File: src/rtl/core/kncl_pkg.sv
// Shared types, sizes and register codes of the k-nearest candidate list.
// Used by kncl_cell, k_nearest_candidate_list and kncl_checker.
// Depends on nothing.
package kncl_pkg;

   // Store size and field widths
   localparam int MAX_NEIGHBOURS = 32;
   localparam int NODE_BITS      = 10;
   localparam int DIST_BITS      = 32;
   localparam int COUNT_BITS     = $clog2(MAX_NEIGHBOURS + 1);
   localparam int SLOT_BITS      = (MAX_NEIGHBOURS > 1) ? $clog2(MAX_NEIGHBOURS) : 1;

   // Configuration port
   localparam int SELF_NODE_BITS = 10;
   localparam int LIST_SIZE_BITS = 6;
   localparam int CSR_INDEX_BITS = 4;
   localparam int CSR_DATA_BITS  = 10;

   localparam logic [CSR_INDEX_BITS-1:0] CSR_SELF_NODE = CSR_INDEX_BITS'(0);
   localparam logic [CSR_INDEX_BITS-1:0] CSR_LIST_SIZE = CSR_INDEX_BITS'(1);

   localparam logic [LIST_SIZE_BITS-1:0] LIST_SIZE_RESET = LIST_SIZE_BITS'(20);

   // Operation broadcast to every slot of the chain
   typedef enum logic [1:0] {
      CELL_HOLD,
      CELL_INSERT,
      CELL_SORT,
      CELL_SHIFT
   } cell_op_type;

   typedef struct packed {
      cell_op_type op;
      logic        fill;   // store not yet full: top slot may grow
      logic        phase;  // odd-even sort phase
   } cell_cmd_type;

   typedef struct packed {
      logic [NODE_BITS-1:0] idx;
      logic [DIST_BITS-1:0] distance;
   } item_type;

   typedef struct packed {
      logic                 valid;
      logic [NODE_BITS-1:0] idx;
      logic [DIST_BITS-1:0] distance;
   } entry_type;

   // True when a belongs after b in ascending index order; empty slots go last
   function automatic logic entry_after(entry_type a, entry_type b);
      entry_after = (!a.valid && b.valid) || (a.valid && b.valid && (a.idx > b.idx));
   endfunction

endpackage

File: src/rtl/core/kncl_cell.sv
// One slot of the candidate chain: holds one kept entry and trades it with its neighbors.
// Uses types and the ordering function of kncl_pkg.
// Instantiated by k_nearest_candidate_list.
module kncl_cell (
   input  logic                 clock,
   input  logic                 reset,
   input  kncl_pkg::cell_cmd_type cmd,
   input  kncl_pkg::item_type   item,
   input  logic                 slot_odd,
   input  kncl_pkg::entry_type  left_ent,
   input  logic                 left_lt,
   input  kncl_pkg::entry_type  right_ent,
   output kncl_pkg::entry_type  ent,
   output logic                 lt,
   output logic                 dup,
   output logic                 beats
);

   logic                           valid_ff;
   logic [kncl_pkg::NODE_BITS-1:0] idx_ff;
   logic [kncl_pkg::DIST_BITS-1:0] dist_ff;
   kncl_pkg::entry_type            ent_in;

   assign ent = {valid_ff, idx_ff, dist_ff};

   // Rank against the new item: below it in (distance up, index down) order
   assign lt = valid_ff && ((dist_ff < item.distance) ||
                            ((dist_ff == item.distance) && (idx_ff > item.idx)));
   assign dup = valid_ff && (idx_ff == item.idx);

   // Top of the kept run with a distance the new item strictly undercuts
   assign beats = valid_ff && !right_ent.valid && (item.distance < dist_ff);

   // Pick the next content of this slot
   always_comb begin
      ent_in = ent;
      case (cmd.op)
         kncl_pkg::CELL_INSERT: begin
            if (lt || (!cmd.fill && !valid_ff)) begin
               ent_in = ent;
            end else if (left_lt) begin
               ent_in = {1'b1, item.idx, item.distance};
            end else begin
               ent_in = left_ent;
            end
         end
         kncl_pkg::CELL_SORT: begin
            if (slot_odd == cmd.phase) begin
               if (kncl_pkg::entry_after(ent, right_ent)) begin
                  ent_in = right_ent;
               end
            end else begin
               if (kncl_pkg::entry_after(left_ent, ent)) begin
                  ent_in = left_ent;
               end
            end
         end
         kncl_pkg::CELL_SHIFT: begin
            ent_in = right_ent;
         end
         default: begin
            ent_in = ent;
         end
      endcase
   end

   // Hold the valid flag
   always_ff @(posedge clock) begin
      if (reset) begin
         valid_ff <= 1'b0;
      end else begin
         valid_ff <= ent_in.valid;
      end
   end

   // Hold the payload
   always_ff @(posedge clock) begin
      idx_ff  <= ent_in.idx;
      dist_ff <= ent_in.distance;
   end

endmodule

File: config.mk
export PLATFORM = sky130hd
export DESIGN_NAME = kncl_cell
export DESIGN_NICKNAME = d
export VERILOG_FILES = /design/src/rtl/core/kncl_pkg.sv /design/src/rtl/core/kncl_cell.sv
export SDC_FILE = /design/constraint.sdc
export NUM_CORES = 1
export LEC_CHECK = 0
export ABC_AREA = 1
export BUFFER_PORTS_ARGS = -buffer_cell sky130_fd_sc_hd__buf_2
export CAP_MARGIN = 40
export CORE_ASPECT_RATIO = 1.4
export CORE_MARGIN = 2
export CORE_UTILIZATION = 40
export DETAILED_ROUTE_END_ITERATION = 16
export GPL_TIMING_DRIVEN = 0
export PLACE_DENSITY = 0.72
export SLEW_MARGIN = 20
export SYNTH_ARGS = -nofsm -noshare
export SYNTH_HDL_FRONTEND = slang
export SYNTH_SLANG_ARGS = --single-unit
File: constraint.sdc
create_clock -name clock -period 3.09 [get_ports clock]
set_clock_uncertainty 0.05 [all_clocks]
set_input_delay 0.4635 -clock clock [delete_from_list [all_inputs] [get_ports clock]]
set_output_delay 0.4635 -clock clock [all_outputs]
set_load 0.005 [all_outputs]
==> run_results.csv <==
group,metric,value,unit
clocking,cts_tree,"built",
synthesis,synth_cells,626,
cells_and_area,area.sequential,1280,um2
worst_setup_path,crit_arrival,2.71,ns
synthesis,syn_avg_cell_area,7.22,um2
global_route,grt_max_degree,28,
worst_setup_path,start_kind,"flop",
power_and_ir_drop,peakVddDrop,0.202,mV
cells_and_area,stdcell_count,956,
timing,setup_viol,0,
timing,fin_crit_sh,89.8,%
global_route,antenna_found_initial,3,
worst_setup_path,cp_max_fo,27,
route,wl,15500,um
cells_and_area,mostFrequentLayoutCell,"buf_2",
power_and_ir_drop,p_per_area,366,nW/um2
worst_setup_path,critical_path_class,"reg -> reg",
place,post-dp-hpwl,12300,um
hold_path,hp-start,"reset",
route,vias_per_cell,5.30,
place,gp_congestion,0.882,
synthesis,syn_nets,824,
place,dp.cells,947,
clocking,cts_hold_buf,0,
global_route,grt.overflow.total,0,
cells_and_area,multi_input_area,2750,um2
synthesis,synth_area,4520,um2
worst_setup_path,worstPathCellList,"inv_1 -> ha_1 -> nand2_1 -> nor2_1 -> and2_1 -> nand4_2 -> nor2_2 -> inv_1 -> nand2_1 -> nand2_1 -> nand2_1 -> nand2_1 -> nand2_2 -> and2_4 -> buf_12",
synthesis,yosysWarnings,0,
global_route,grt_usage,25.1,%
worst_setup_path,worstReg2RegStart,"dist_ff[31]$_DFFE_PP_",
route,route.detailed.drc,0,
cells_and_area,fillers,1139,
route,dr.pass1.iters,5,
worst_setup_path,crit_start,"dist_ff[31]$_DFFE_PP_",
worst_setup_path,slowest_stage,"edfxtp_1",
timing,max_freq,360,MHz
cells_and_area,final_core_util,52.7,%
power_and_ir_drop,leakage,2.95,nW
timing,drv_slew,0,
clocking,clock_latency,0.29,ns
synthesis,ys_ff_latch,43,
worst_setup_path,required,3.03,ns
timing,tightest_slew,0.724,ns
run,drv_cap,0,
cells_and_area,drive_above_1_share,25.6,%
timing,rsz0062_at_grt,"false",
cells_and_area,final_cell_mix,"buf_2, nand2_1, inv_1",
floorplan,num_io_pins,182,
synthesis,ys.flop_type,"edfxtp_1",
timing,finalHoldViolCount,0,
clocking,cts.sinks,43,
clocking,cts_max_path_buffers,2,
clocking,htree_levels,2,
floorplan,die-width,93.9,um
timing,max_slew_margin,51.5,%
global_route,grt_pass1_wl,23600,um
global_route,grt_pass1_vias,4881,
status,status,"completed",
synthesis,ys_types,33,
route,drt_iter0_drc,245,
route,wl_per_cell,16.2,um
clocking,clk_pin_slew,0.07,ns
synthesis,ys_seq_area_share,28.3,%
clocking,cts_root_buf,"clkbuf_16",
floorplan,die_h,130,um
route,antenna_left,0,
floorplan,coreArea,10900,um2
synthesis,async_flop_share,0,%
worst_setup_path,crit_top_cell,"nand2_1",
floorplan,placementRows,45,
synthesis,synth_edf_count,42,
cells_and_area,layout.nets,1011,
worst_setup_path,cpPeakStageDelay,0.36,ns
worst_setup_path,cp-end-kind,"flop",
floorplan,dieArea,12200,um2
place,place.port_buffers,179,
timing,period_needed,2.78,ns
clocking,numCtsBuffers,5,
route,route.vias.total,5063,
cells_and_area,syn_to_final_growth,27.3,%
floorplan,start_util,41.4,%
hold_path,min_path_type,"in -> reg",
[per-layer routing]
layer,track usage [%],part of all wire (%),vias to the layer above,wire length (um)
met2,47.6,52,226,8000
met5,0,0.045,-,7
li1,-,-,2527,-
met1,28.4,38,2290,5960
met3,4.85,8.5,18,1310
met4,6.56,1.5,2,231
[state kept, by name, summed over array words and instances, names as in the netlist]
register and flops:
dist_ff 32, valid_ff 1, idx_ff 10
[cells in the mapped netlist (all sizes together) (2+ instances only)]
library cell	instances	share of area (%)
a211oi	2	0.33
a21oi	40	4.4
and2	2	0.28
buf	12	1.4
clkbuf	18	1.5
edfxtp	42	28
ha	62	17
inv	95	7.9
nand2	124	10
nand3	26	3.0
nand4	4	0.69
nor2	67	5.7
nor3	3	0.33
o211ai	26	4.3
o21a	3	0.50
o21ai	64	7.1
o21bai	2	0.33
o221ai	26	5.0
[power breakdown]
| group | internal [mW] | total, mW | switching [mW] |
|---|---|---|---|
| Clock | 0.300 | 0.540 | 0.240 |
| Sequential | 0.736 | 0.788 | 0.0514 |
| Combinational | 0.323 | 0.777 | 0.453 |
| Total | 1.36 | 2.10 | 0.745 |
[final cells by class]
cell class | instances | share of cell area (%)
diodes | 1 | 0.0435
plain buffers | 30 | 2.28
clock buffers | 7 | 2.30
clock inverters | 1 | 0.0869
inverters | 96 | 6.26
multi-input cells | 457 | 47.8
flip-flops and latches | 43 | 22.3
well taps | 141 | 3.06
repair buffers | 180 | 15.9
[logic make-up after synthesis]
| family | count (synthesis) | synth area share [%] |
|---|---|---|
| compound gates | 166 | 22.6 |
| simple gates | 229 | 21.1 |
| buf+inv | 126 | 10.9 |
| flops | 43 | 28.3 |
| fa+ha+maj | 62 | 17.2 |
[worst max-delay path, delay by kind of cell (launching register included)]
family                   cells  cell delay [ns]
AND/OR/NAND/NOR             11             1.39
adder cells (fa/ha/maj)      1             0.29
buffers and inverters        3             0.35
flip-flops                   1             0.36
[per-stage QoR]
step | worst slack [ns] | TNS (ns) | hold slack (ns) | power [mW] | cell area, um2
6_report | 0.314 | 0 | 0.356 | 2.10 | 5760
5_1_grt | 0.110 | 0 | 0.365 | 2.25 | 5760
4_1_cts | 0.140 | 0 | 0.360 | 2.11 | 5750
3_5_place_dp | -0.0217 | -0.537 | 0.547 | 1.58 | 5620
3_3_place_gp | -0.308 | -12.78 | 0.540 | 1.56 | 5600
2_1_floorplan | 0.445 | 0 | 0.478 | 1.24 | 4520
[repair_timing]
| item | in CTS | in global routing |
|---|---|---|
| buffers inserted | 0 | 0 |
| resized for setup | 0 | 1 |
| endpoints found under the setup margin | 0 | 27 |
[final timing paths]
path,slack (ns),cells after the start,to
hold reg to reg,0.54,2,valid_ff$_SDFFE_PP0P_
setup reg to reg,0.31,15,dist_ff[3]$_DFFE_PP_
setup / recovery,0.31,15,dist_ff[3]$_DFFE_PP_
hold / removal,0.36,4,valid_ff$_SDFFE_PP0P_
Power figures use the tool's default switching activity.
